===== config.mk =====
export PLATFORM = sky130hd
export DESIGN_NAME = delimited_field_splitter
export DESIGN_NICKNAME = d
export VERILOG_FILES = /design/src/hdl/dfs_pkg.sv /design/src/hdl/dfs_front.sv /design/src/hdl/dfs_queue.sv /design/src/hdl/dfs_back.sv /design/src/hdl/delimited_field_splitter.sv
export VERILOG_INCLUDE_DIRS = /design/src /design/src/hdl
export SDC_FILE = /design/constraint.sdc
export NUM_CORES = 1
export LEC_CHECK = 0
export BUFFER_PORTS_ARGS = -buffer_cell sky130_fd_sc_hd__buf_2
export CORE_ASPECT_RATIO = 1.75
export CORE_MARGIN = 1.5
export CORE_UTILIZATION = 45
export DETAILED_ROUTE_END_ITERATION = 8
export GPL_TIMING_DRIVEN = 0
export PLACE_DENSITY = 0.72
export SLEW_MARGIN = 20
export SYNTH_ARGS = -nofsm -noshare
export SYNTH_HDL_FRONTEND = slang
export SYNTH_SLANG_ARGS = --single-unit

===== constraint.sdc =====
create_clock -name clk -period 15.1 [get_ports clk]
set_input_delay 0 -clock clk [delete_from_list [all_inputs] [get_ports clk]]
set_output_delay 0 -clock clk [all_outputs]
set_load 0.005 [all_outputs]

===== src/hdl/delimited_field_splitter_assert.svh =====
// assertion macros for the delimited field splitter
`ifndef DELIMITED_FIELD_SPLITTER_ASSERT_SVH
`define DELIMITED_FIELD_SPLITTER_ASSERT_SVH
`ifndef SYNTHESIS
`define DFS_ASSERT(label, prop) \
  label: assert property (@(posedge clk) disable iff (rst) prop) \
    else $error("%m: property failed");
`define DFS_ASSERT_NEVER(label, expr) \
  label: assert property (@(posedge clk) disable iff (rst) !(expr)) \
    else $error("%m: forbidden condition seen");
`else
`define DFS_ASSERT(label, prop)
`define DFS_ASSERT_NEVER(label, expr)
`endif
`endif


===== src/hdl/dfs_pkg.sv =====
// shared constants and register codes for the delimited field splitter
package dfs_pkg;

  localparam int DEF_MAX_SEPARATOR = 8;
  localparam int DEF_OFFSET_BITS   = 16;
  localparam int DEF_MAX_FIELDS    = 256;

  localparam int CFG_INDEX_BITS = 2;
  localparam int CFG_DATA_BITS  = 64;
  localparam int SEP_LEN_BITS   = 4;

  typedef enum logic [CFG_INDEX_BITS-1:0] {
    REG_SEPARATOR_BYTES  = 2'd0,
    REG_SEPARATOR_LENGTH = 2'd1,
    REG_TRIM_SPACES      = 2'd2
  } cfg_reg_t;

  localparam logic [CFG_DATA_BITS-1:0] RESET_SEPARATOR_BYTES  = 64'd44;
  localparam logic [SEP_LEN_BITS-1:0]  RESET_SEPARATOR_LENGTH = 4'd1;

  localparam logic [7:0] SPACE_CHAR = 8'h20;

  localparam int QUEUE_DEPTH      = 4;
  localparam int QUEUE_PTR_BITS   = 2;
  localparam int QUEUE_COUNT_BITS = 3;

endpackage


===== src/hdl/dfs_front.sv =====
// front end: config registers, separator match, trim tracking, field records
`include "delimited_field_splitter_assert.svh"
module dfs_front #(
  parameter int MAX_SEPARATOR = dfs_pkg::DEF_MAX_SEPARATOR,
  parameter int OFFSET_BITS   = dfs_pkg::DEF_OFFSET_BITS,
  parameter int MAX_FIELDS    = dfs_pkg::DEF_MAX_FIELDS,
  localparam int FNUM_BITS    = $clog2(MAX_FIELDS),
  localparam int REC_BITS     = 3 + 2 * (3 * OFFSET_BITS + FNUM_BITS)
) (
  input  logic                                clk,
  input  logic                                rst,
  input  logic                                write_enable,
  input  logic [dfs_pkg::CFG_INDEX_BITS-1:0]  register_index,
  input  logic [dfs_pkg::CFG_DATA_BITS-1:0]   write_data,
  input  logic                                byte_valid,
  output logic                                byte_stall,
  input  logic [7:0]                          data_byte,
  input  logic                                line_end,
  input  logic                                queue_full,
  output logic                                push,
  output logic [REC_BITS-1:0]                 rec
);
  import dfs_pkg::*;

  localparam int LEN_BITS     = $clog2(MAX_SEPARATOR + 1);
  localparam int WIN_IDX_BITS = (MAX_SEPARATOR > 1) ? $clog2(MAX_SEPARATOR) : 1;
  localparam logic [OFFSET_BITS-1:0] OFFSET_MAX = '1;
  localparam logic [FNUM_BITS-1:0]   NUMBER_MAX = FNUM_BITS'(MAX_FIELDS - 1);

  typedef struct packed {
    logic [OFFSET_BITS-1:0] start;
    logic [OFFSET_BITS-1:0] stop;
    logic [OFFSET_BITS-1:0] ns_end;
    logic [FNUM_BITS-1:0]   number;
  } dfs_res_t;

  typedef struct packed {
    logic     sep_valid;
    dfs_res_t sep;
    logic     end_valid;
    dfs_res_t fin;
    logic     trim;
  } dfs_rec_t;

  logic [CFG_DATA_BITS-1:0] separator_bytes;
  logic [SEP_LEN_BITS-1:0]  separator_length;
  logic                     trim_trailing_spaces;

  logic [OFFSET_BITS-1:0] pos;
  logic [OFFSET_BITS-1:0] cfs;
  logic [LEN_BITS-1:0]    fill;
  logic [FNUM_BITS-1:0]   field_counter;
  logic [OFFSET_BITS-1:0] hist [MAX_SEPARATOR];
  logic [7:0]             win [MAX_SEPARATOR];

  logic                     accept;
  logic [LEN_BITS-1:0]      used_len;
  logic [LEN_BITS-1:0]      last_tap;
  logic [OFFSET_BITS-1:0]   nxt;
  logic [OFFSET_BITS-1:0]   diff;
  logic [OFFSET_BITS-1:0]   len_ext;
  logic [OFFSET_BITS-1:0]   sep_end;
  logic [OFFSET_BITS-1:0]   prior_ns;
  logic [OFFSET_BITS-1:0]   hist0_next;
  logic [7:0]               win_next [MAX_SEPARATOR];
  logic [MAX_SEPARATOR-1:0] byte_ok;
  logic [LEN_BITS-1:0]      fill_next;
  logic                     match;
  logic [FNUM_BITS-1:0]     number_inc;
  dfs_rec_t                 rec_out;

  assign byte_stall = queue_full;
  assign accept     = byte_valid && !queue_full;
  assign push       = accept && (match || line_end);
  assign rec        = rec_out;

  always_comb begin
    if (separator_length == '0) begin
      used_len = LEN_BITS'(1);
    end else if (separator_length > SEP_LEN_BITS'(MAX_SEPARATOR)) begin
      used_len = LEN_BITS'(MAX_SEPARATOR);
    end else begin
      used_len = LEN_BITS'(separator_length);
    end
  end

  assign last_tap   = used_len - LEN_BITS'(1);
  assign nxt        = (pos == OFFSET_MAX) ? pos : pos + OFFSET_BITS'(1);
  assign diff       = nxt - cfs;
  assign len_ext    = OFFSET_BITS'(used_len);
  assign sep_end    = (diff >= len_ext) ? nxt - len_ext : cfs;
  assign prior_ns   = hist[last_tap[WIN_IDX_BITS-1:0]];
  assign hist0_next = (data_byte != SPACE_CHAR) ? nxt : hist[0];
  assign fill_next  = (fill < LEN_BITS'(MAX_SEPARATOR)) ? fill + LEN_BITS'(1) : fill;
  assign number_inc = (field_counter == NUMBER_MAX) ? field_counter
                                                    : field_counter + FNUM_BITS'(1);

  always_comb begin
    win_next[0] = data_byte;
    for (int i = 1; i < MAX_SEPARATOR; i++) begin
      win_next[i] = win[i-1];
    end
  end

  // window byte len-1-i lines up with separator byte i
  always_comb begin
    logic [LEN_BITS-1:0] tap;
    for (int i = 0; i < MAX_SEPARATOR; i++) begin
      tap = last_tap - LEN_BITS'(i);
      byte_ok[i] = (LEN_BITS'(i) >= used_len) ||
                   (win_next[tap[WIN_IDX_BITS-1:0]] == separator_bytes[8*i +: 8]);
    end
  end

  assign match = (fill_next >= used_len) && (&byte_ok);

  always_comb begin
    rec_out.sep_valid  = match;
    rec_out.sep.start  = cfs;
    rec_out.sep.stop   = sep_end;
    rec_out.sep.ns_end = prior_ns;
    rec_out.sep.number = field_counter;
    rec_out.end_valid  = line_end;
    rec_out.fin.start  = match ? nxt : cfs;
    rec_out.fin.stop   = nxt;
    rec_out.fin.ns_end = match ? nxt : hist0_next;
    rec_out.fin.number = match ? number_inc : field_counter;
    rec_out.trim       = trim_trailing_spaces;
  end

  always_ff @(posedge clk) begin
    if (rst) begin
      separator_bytes      <= RESET_SEPARATOR_BYTES;
      separator_length     <= RESET_SEPARATOR_LENGTH;
      trim_trailing_spaces <= 1'b0;
    end else if (write_enable) begin
      unique case (register_index)
        REG_SEPARATOR_BYTES:  separator_bytes      <= write_data;
        REG_SEPARATOR_LENGTH: separator_length     <= write_data[SEP_LEN_BITS-1:0];
        REG_TRIM_SPACES:      trim_trailing_spaces <= write_data[0];
        default: ;
      endcase
    end
  end

  always_ff @(posedge clk) begin
    if (rst) begin
      pos           <= '0;
      cfs           <= '0;
      fill          <= '0;
      field_counter <= '0;
      for (int i = 0; i < MAX_SEPARATOR; i++) begin
        hist[i] <= '0;
      end
    end else if (accept) begin
      if (line_end) begin
        pos           <= '0;
        cfs           <= '0;
        fill          <= '0;
        field_counter <= '0;
        for (int i = 0; i < MAX_SEPARATOR; i++) begin
          hist[i] <= '0;
        end
      end else if (match) begin
        pos           <= nxt;
        cfs           <= nxt;
        fill          <= '0;
        field_counter <= number_inc;
        for (int i = 0; i < MAX_SEPARATOR; i++) begin
          hist[i] <= nxt;
        end
      end else begin
        pos     <= nxt;
        fill    <= fill_next;
        hist[0] <= hist0_next;
        for (int i = 1; i < MAX_SEPARATOR; i++) begin
          hist[i] <= hist[i-1];
        end
      end
    end
  end

  always_ff @(posedge clk) begin
    if (accept) begin
      for (int i = 0; i < MAX_SEPARATOR; i++) begin
        win[i] <= win_next[i];
      end
    end
  end

  `DFS_ASSERT(line_end_restarts_line, (accept && line_end) |=> (pos == '0 && fill == '0 && field_counter == '0))

endmodule


===== src/hdl/dfs_queue.sv =====
// short record queue between front and back ends
`include "delimited_field_splitter_assert.svh"
module dfs_queue #(
  parameter int WIDTH = 8
) (
  input  logic             clk,
  input  logic             rst,
  input  logic             push,
  input  logic [WIDTH-1:0] wr_data,
  output logic             full,
  input  logic             pop,
  output logic             rd_valid,
  output logic [WIDTH-1:0] rd_data
);
  import dfs_pkg::*;

  logic [WIDTH-1:0]            slots [QUEUE_DEPTH];
  logic [QUEUE_PTR_BITS-1:0]   wr_ptr;
  logic [QUEUE_PTR_BITS-1:0]   rd_ptr;
  logic [QUEUE_COUNT_BITS-1:0] count;
  logic [QUEUE_COUNT_BITS-1:0] count_next;

  assign full     = (count == QUEUE_COUNT_BITS'(QUEUE_DEPTH));
  assign rd_valid = (count != '0);
  assign rd_data  = slots[rd_ptr];

  always_comb begin
    unique case ({push, pop})
      2'b10:   count_next = count + QUEUE_COUNT_BITS'(1);
      2'b01:   count_next = count - QUEUE_COUNT_BITS'(1);
      default: count_next = count;
    endcase
  end

  always_ff @(posedge clk) begin
    if (rst) begin
      wr_ptr <= '0;
      rd_ptr <= '0;
      count  <= '0;
    end else begin
      count <= count_next;
      if (push) begin
        wr_ptr <= wr_ptr + QUEUE_PTR_BITS'(1);
      end
      if (pop) begin
        rd_ptr <= rd_ptr + QUEUE_PTR_BITS'(1);
      end
    end
  end

  always_ff @(posedge clk) begin
    if (push) begin
      slots[wr_ptr] <= wr_data;
    end
  end

  `DFS_ASSERT_NEVER(no_push_when_full, push && full)
  `DFS_ASSERT_NEVER(no_pop_when_empty, pop && !rd_valid)

endmodule


===== src/hdl/dfs_back.sv =====
// back end: unpacks records into words and applies the trailing-space trim
`include "delimited_field_splitter_assert.svh"
module dfs_back #(
  parameter int MAX_FIELDS    = dfs_pkg::DEF_MAX_FIELDS,
  parameter int OFFSET_BITS   = dfs_pkg::DEF_OFFSET_BITS,
  localparam int FNUM_BITS    = $clog2(MAX_FIELDS),
  localparam int REC_BITS     = 3 + 2 * (3 * OFFSET_BITS + FNUM_BITS)
) (
  input  logic                   clk,
  input  logic                   rst,
  input  logic                   q_valid,
  input  logic [REC_BITS-1:0]    q_rec,
  output logic                   pop,
  output logic                   field_valid,
  input  logic                   field_stall,
  output logic [OFFSET_BITS-1:0] field_start,
  output logic [OFFSET_BITS-1:0] field_length,
  output logic [FNUM_BITS-1:0]   field_number,
  output logic                   last_field
);
  import dfs_pkg::*;

  typedef struct packed {
    logic [OFFSET_BITS-1:0] start;
    logic [OFFSET_BITS-1:0] stop;
    logic [OFFSET_BITS-1:0] ns_end;
    logic [FNUM_BITS-1:0]   number;
  } dfs_res_t;

  typedef struct packed {
    logic     sep_valid;
    dfs_res_t sep;
    logic     end_valid;
    dfs_res_t fin;
    logic     trim;
  } dfs_rec_t;

  dfs_rec_t               held;
  dfs_rec_t               incoming;
  logic                   pend_sep;
  logic                   pend_end;
  logic                   take;
  dfs_res_t               cur;
  logic [OFFSET_BITS-1:0] lower;
  logic [OFFSET_BITS-1:0] trimmed_end;

  assign incoming    = q_rec;
  assign field_valid = pend_sep || pend_end;
  assign take        = field_valid && !field_stall;
  assign pop         = q_valid && (!field_valid || (take && !(pend_sep && pend_end)));

  assign cur          = pend_sep ? held.sep : held.fin;
  assign lower        = (cur.ns_end < cur.stop) ? cur.ns_end : cur.stop;
  assign trimmed_end  = !held.trim ? cur.stop :
                        (lower < cur.start) ? cur.start : lower;
  assign field_start  = cur.start;
  assign field_length = trimmed_end - cur.start;
  assign field_number = cur.number;
  assign last_field   = !pend_sep;

  always_ff @(posedge clk) begin
    if (rst) begin
      pend_sep <= 1'b0;
      pend_end <= 1'b0;
    end else begin
      priority if (pop) begin
        pend_sep <= incoming.sep_valid;
        pend_end <= incoming.end_valid;
      end else if (take && pend_sep) begin
        pend_sep <= 1'b0;
      end else if (take) begin
        pend_end <= 1'b0;
      end
    end
  end

  always_ff @(posedge clk) begin
    if (pop) begin
      held <= incoming;
    end
  end

  `DFS_ASSERT(second_word_follows, (take && pend_sep && pend_end) |=> (field_valid && last_field))

endmodule


===== src/hdl/delimited_field_splitter.sv =====
// Delimited field splitter: takes one byte of a text line per accepted word and reports
// each field as start offset, length after optional trailing-space trim, field number and
// a last-field flag. The front end matches the separator and takes one byte per clock; it
// pushes a record into a four-entry queue for every byte that closes a field or ends the
// line, and stalls only while that queue is full. The back end hands out one word per
// clock while field_stall is low, so a byte that completes a separator on the line-end
// byte yields two words. A record passes through a queue slot and then the back-end
// hold register. Configuration is written through write_enable, register_index and
// write_data: index 0 is the separator bytes (first byte in the low bits), index 1 the
// separator length, index 2 the trim enable; other indexes are ignored.
module delimited_field_splitter #(
  parameter int MAX_SEPARATOR = dfs_pkg::DEF_MAX_SEPARATOR,
  parameter int OFFSET_BITS   = dfs_pkg::DEF_OFFSET_BITS,
  parameter int MAX_FIELDS    = dfs_pkg::DEF_MAX_FIELDS
) (
  input  logic                               clk,
  input  logic                               rst,
  input  logic                               write_enable,
  input  logic [dfs_pkg::CFG_INDEX_BITS-1:0] register_index,
  input  logic [dfs_pkg::CFG_DATA_BITS-1:0]  write_data,
  input  logic                               byte_valid,
  output logic                               byte_stall,
  input  logic [7:0]                         data_byte,
  input  logic                               line_end,
  output logic                               field_valid,
  input  logic                               field_stall,
  output logic [OFFSET_BITS-1:0]             field_start,
  output logic [OFFSET_BITS-1:0]             field_length,
  output logic [$clog2(MAX_FIELDS)-1:0]      field_number,
  output logic                               last_field
);
  import dfs_pkg::*;

  localparam int FNUM_BITS = $clog2(MAX_FIELDS);
  localparam int REC_BITS  = 3 + 2 * (3 * OFFSET_BITS + FNUM_BITS);

  logic                queue_full;
  logic                push;
  logic [REC_BITS-1:0] push_rec;
  logic                pop;
  logic                q_valid;
  logic [REC_BITS-1:0] q_rec;

  dfs_front #(
    .MAX_SEPARATOR (MAX_SEPARATOR),
    .OFFSET_BITS   (OFFSET_BITS),
    .MAX_FIELDS    (MAX_FIELDS)
  ) u_front (
    .clk            (clk),
    .rst            (rst),
    .write_enable   (write_enable),
    .register_index (register_index),
    .write_data     (write_data),
    .byte_valid     (byte_valid),
    .byte_stall     (byte_stall),
    .data_byte      (data_byte),
    .line_end       (line_end),
    .queue_full     (queue_full),
    .push           (push),
    .rec            (push_rec)
  );

  dfs_queue #(
    .WIDTH (REC_BITS)
  ) u_queue (
    .clk      (clk),
    .rst      (rst),
    .push     (push),
    .wr_data  (push_rec),
    .full     (queue_full),
    .pop      (pop),
    .rd_valid (q_valid),
    .rd_data  (q_rec)
  );

  dfs_back #(
    .MAX_FIELDS  (MAX_FIELDS),
    .OFFSET_BITS (OFFSET_BITS)
  ) u_back (
    .clk          (clk),
    .rst          (rst),
    .q_valid      (q_valid),
    .q_rec        (q_rec),
    .pop          (pop),
    .field_valid  (field_valid),
    .field_stall  (field_stall),
    .field_start  (field_start),
    .field_length (field_length),
    .field_number (field_number),
    .last_field   (last_field)
  );

endmodule


==> run metrics <==
final core occ=0.527; commonest non-fill, non-tap cells in the layout=edfxtp_1, nand2_1, mux4_2; Crit Path Class=reg -> out; HPWL after DPL=~84 mm; H-tree depth reported by CTS=3; Worst R2R Start=u_front.separator_length[3]; FP Rows=145; largest area contributor in the netlist=edfxtp_1; clock sink count=roughly 900; synth-to-layout area growth=15.8%; Port Buf Inserts=approximately 120; Worst Reg2Reg Path Length in Cells=26; setup TNS=0 ns; Leak Pwr=~17 nW; core area=89,400 µm²; sw frac=0.333; crit path launch type=flip-flop; register area share after synthesis=0.619; DRC viols=0; Worst path slowest cell=clkbuf_1; worst vdd ir=between 100 and 150 µV; met3 WL=5.15 mm; vias in the first global route=26,300; Pint=about 5.7 mW; die height=about 400 µm; Final Setup Violations=0; Detail Route Antenna Nets=0; critical path depth=39; Die Wd=~230 µm; Total GRT Usage=0.250; Root Buffer=clkbuf_16; GP Congestion=~0.97; pin slew with the least headroom to its limit=1.18 ns; final-report max-slew violation count=0; status=complete, no violations; syn_nets=a little under 3,000; max incr delay on CP=around 0.74 ns; Post-Syn Instances=around 2,800; Final Cycle Share=0.741; synth unique cells=74; initial antenna violation count=1; Max-Cap Viols=0; Final WS setup=3.91 ns; met2 wire len=~61 mm; critical path capture point type=output port; buffer and inverter count on the worst path=7; die area=slightly above 90,000 µm²; Nets=between 3,000 and 4,000; critical path's most frequent cell=a21o_1; worst hold path type=in -> reg; syn avg cell area=~15 µm²; starting density of the core=0.455; worst reg-to-reg setup slack=5.78 ns; Warnings, synthesis=0; Slew headroom=0.211; largest cells by area after synthesis=edfxtp_1, mux4_2, dfxtp_1; Setup crit end=field_length[14]; Yosys top cell area share=0.558; worst setup path startpoint=u_back.pend_sep; TritonCTS buffer count=76; RSZ-0062 raised after global routing=no; Final min period=about 11 ns; vias per std cell=5.89; clock skew=~0.033 ns; Worst Path Max Fanout=10; Fmax=0.0894 GHz; CTS max path bufs=3; clock-pin slew on the worst setup and hold paths=about 0.07 ns; CP arrival=~11 ns; #FFs+latches synth=approximately 900; CP delay by family, top=compound AO/OA/AOI/OAI gates; EDFF count, synth=757; reg2reg end=u_queue.slots[3][6]; Congestion Overflow GR=0; DP Worst Slack=between 4 and 5 ns; most common cell after layout, fill and taps aside=edfxtp_1; layout cells sized above 1=0.192; Vias=roughly 26,000; M1 wire length=between 30 and 40 mm; Main synth FF type=edfxtp_1; IO Pins=about 120; Netlist Area Pre-Place=between 40,000 and 50,000 µm²; post_cts resized=0; Hold Path Stages=2; uppermost routed layer=met4; CTS tree=yes; DR pass1 iterations=5; Logic pwr share=0.366; Worst Path Required=around 15 ns; final hold viol count=0; global-route wire length before repair=roughly 170 mm; worst skew pair latency=0.67 ns; post-layout power=8.49 mW; NetSw=~2.8 mW; routed wire length=115 mm; Clock Power Share=0.257; diode count=0; FFs w/ async S/R, synth=0; Fin Hold WS=~0.11 ns; pwr dens=~180 nW/µm²; Flop pwr share=0.377; Detailed Route Iter0 Violations=slightly above 2,000; DR WL/cell=around 26 µm; largest net degree at the start of global routing=42
[power groups by stage]
stage	Sequential, mW	Clock (mW)	Combinational, mW
2_1_floorplan	3.22	0	2.03
3_3_place_gp	3.30	0	2.98
3_5_place_dp	3.25	0	3.08
4_1_cts	3.20	2.21	3.12
5_1_grt	3.22	2.29	3.39
6_report	3.20	2.18	3.11
[cell usage after synthesis (18+ instances only)]
library cell	n
ha_1	85
o21a_1	98
mux2_2	63
xnor2_1	70
nand3_1	49
buf_1	27
dfxtp_1	124
mux2i_1	155
o21ai_0	50
edfxtp_1	757
mux4_2	187
nor3_1	29
nand2b_1	40
buf_2	18
nor2b_1	18
nand2_1	316
nand4_1	23
a21o_1	25
clkbuf_1	82
inv_1	81
buf_4	21
a21oi_1	146
xor2_1	38
a22oi_1	34
nor2_1	75
[registers in the layout, indices dropped and copies added (netlist names), 8 cells and up, named ones only]
signal / count
u_back.held: 113
u_front.cfs: 16
u_front.field_counter: 8
u_front.hist: 128
u_front.pos: 16
u_front.separator_bytes: 64
u_front.win: 56
u_queue.slots: 460
[area by class of cell]
type | count | area, µm²
fill | 7176 | 42300
timing repair buffer | 233 | 2070
buffer | 152 | 708
inverter | 89 | 339
sequential | 881 | 25200
clock inverter | 51 | 786
clock buffer | 91 | 2000
tap | 1176 | 1470
multi-input combinational | 1685 | 14600
[metrics by stage]
| step | cell area, µm² | std cells |
|---|---|---|
| detailed placement | 43600 | 4136 |
| global route | 47200 | 4358 |
| floorplan | 40700 | 2807 |
| finish | 47200 | 4358 |
| global placement | 42800 | 4105 |
| CTS | 47200 | 4358 |
[worst min-delay path by stage]
stage | startpoint | to | slack (ns)
floorplan | data_byte[0] | u_front.win[0][0] | 0.1
global placement | data_byte[3] | u_front.win[0][3] | 0.22
detailed placement | write_data[5] | u_front.separator_bytes[5] | 0.23
CTS | write_data[5] | u_front.separator_bytes[5] | 0.08
global route | data_byte[3] | u_front.win[0][3] | 0.11
finish | data_byte[3] | u_front.win[0][3] | 0.11
[cells by family (layout without fill, tap and decap cells)]
group | after synthesis | count (layout) | share of synthesized area
XOR/XNOR | 108 | 108 | 0.0232
multiplexers | 407 | 407 | 0.160
adder cells (fa/ha/maj) | 90 | 90 | 0.0283
AND/OR/NAND/NOR | 614 | 614 | 0.0689
buffers and inverters | 241 | 616 | 0.0255
flip-flops | 881 | 881 | 0.619
AO/OA/AOI/OAI | 466 | 466 | 0.0753
[worst register-to-register path, delay by kind of cell, from the launching register on]
kind / cells / cell delay, ns
compound gates: 5 / 1.83
fa+ha+maj: 1 / 0.40
buf+inv: 15 / 4.84
flops: 1 / 0.31
simple gates: 5 / 1.61
[per-layer routing]
layer  global-route usage  vias to the layer above
met3               0.0316                      334
met2                0.451                      994
li1                     -                    11400
met1                0.261                    13000
met4                0.195                        0
met5                    0                        -
[repair_timing]
action	CTS	global route
endpoints found under the setup margin	0	0
setup buffers	0	0
hold endpoints to repair	95	0
hold buffers	80	0
(Power assumes the default switching activity.)
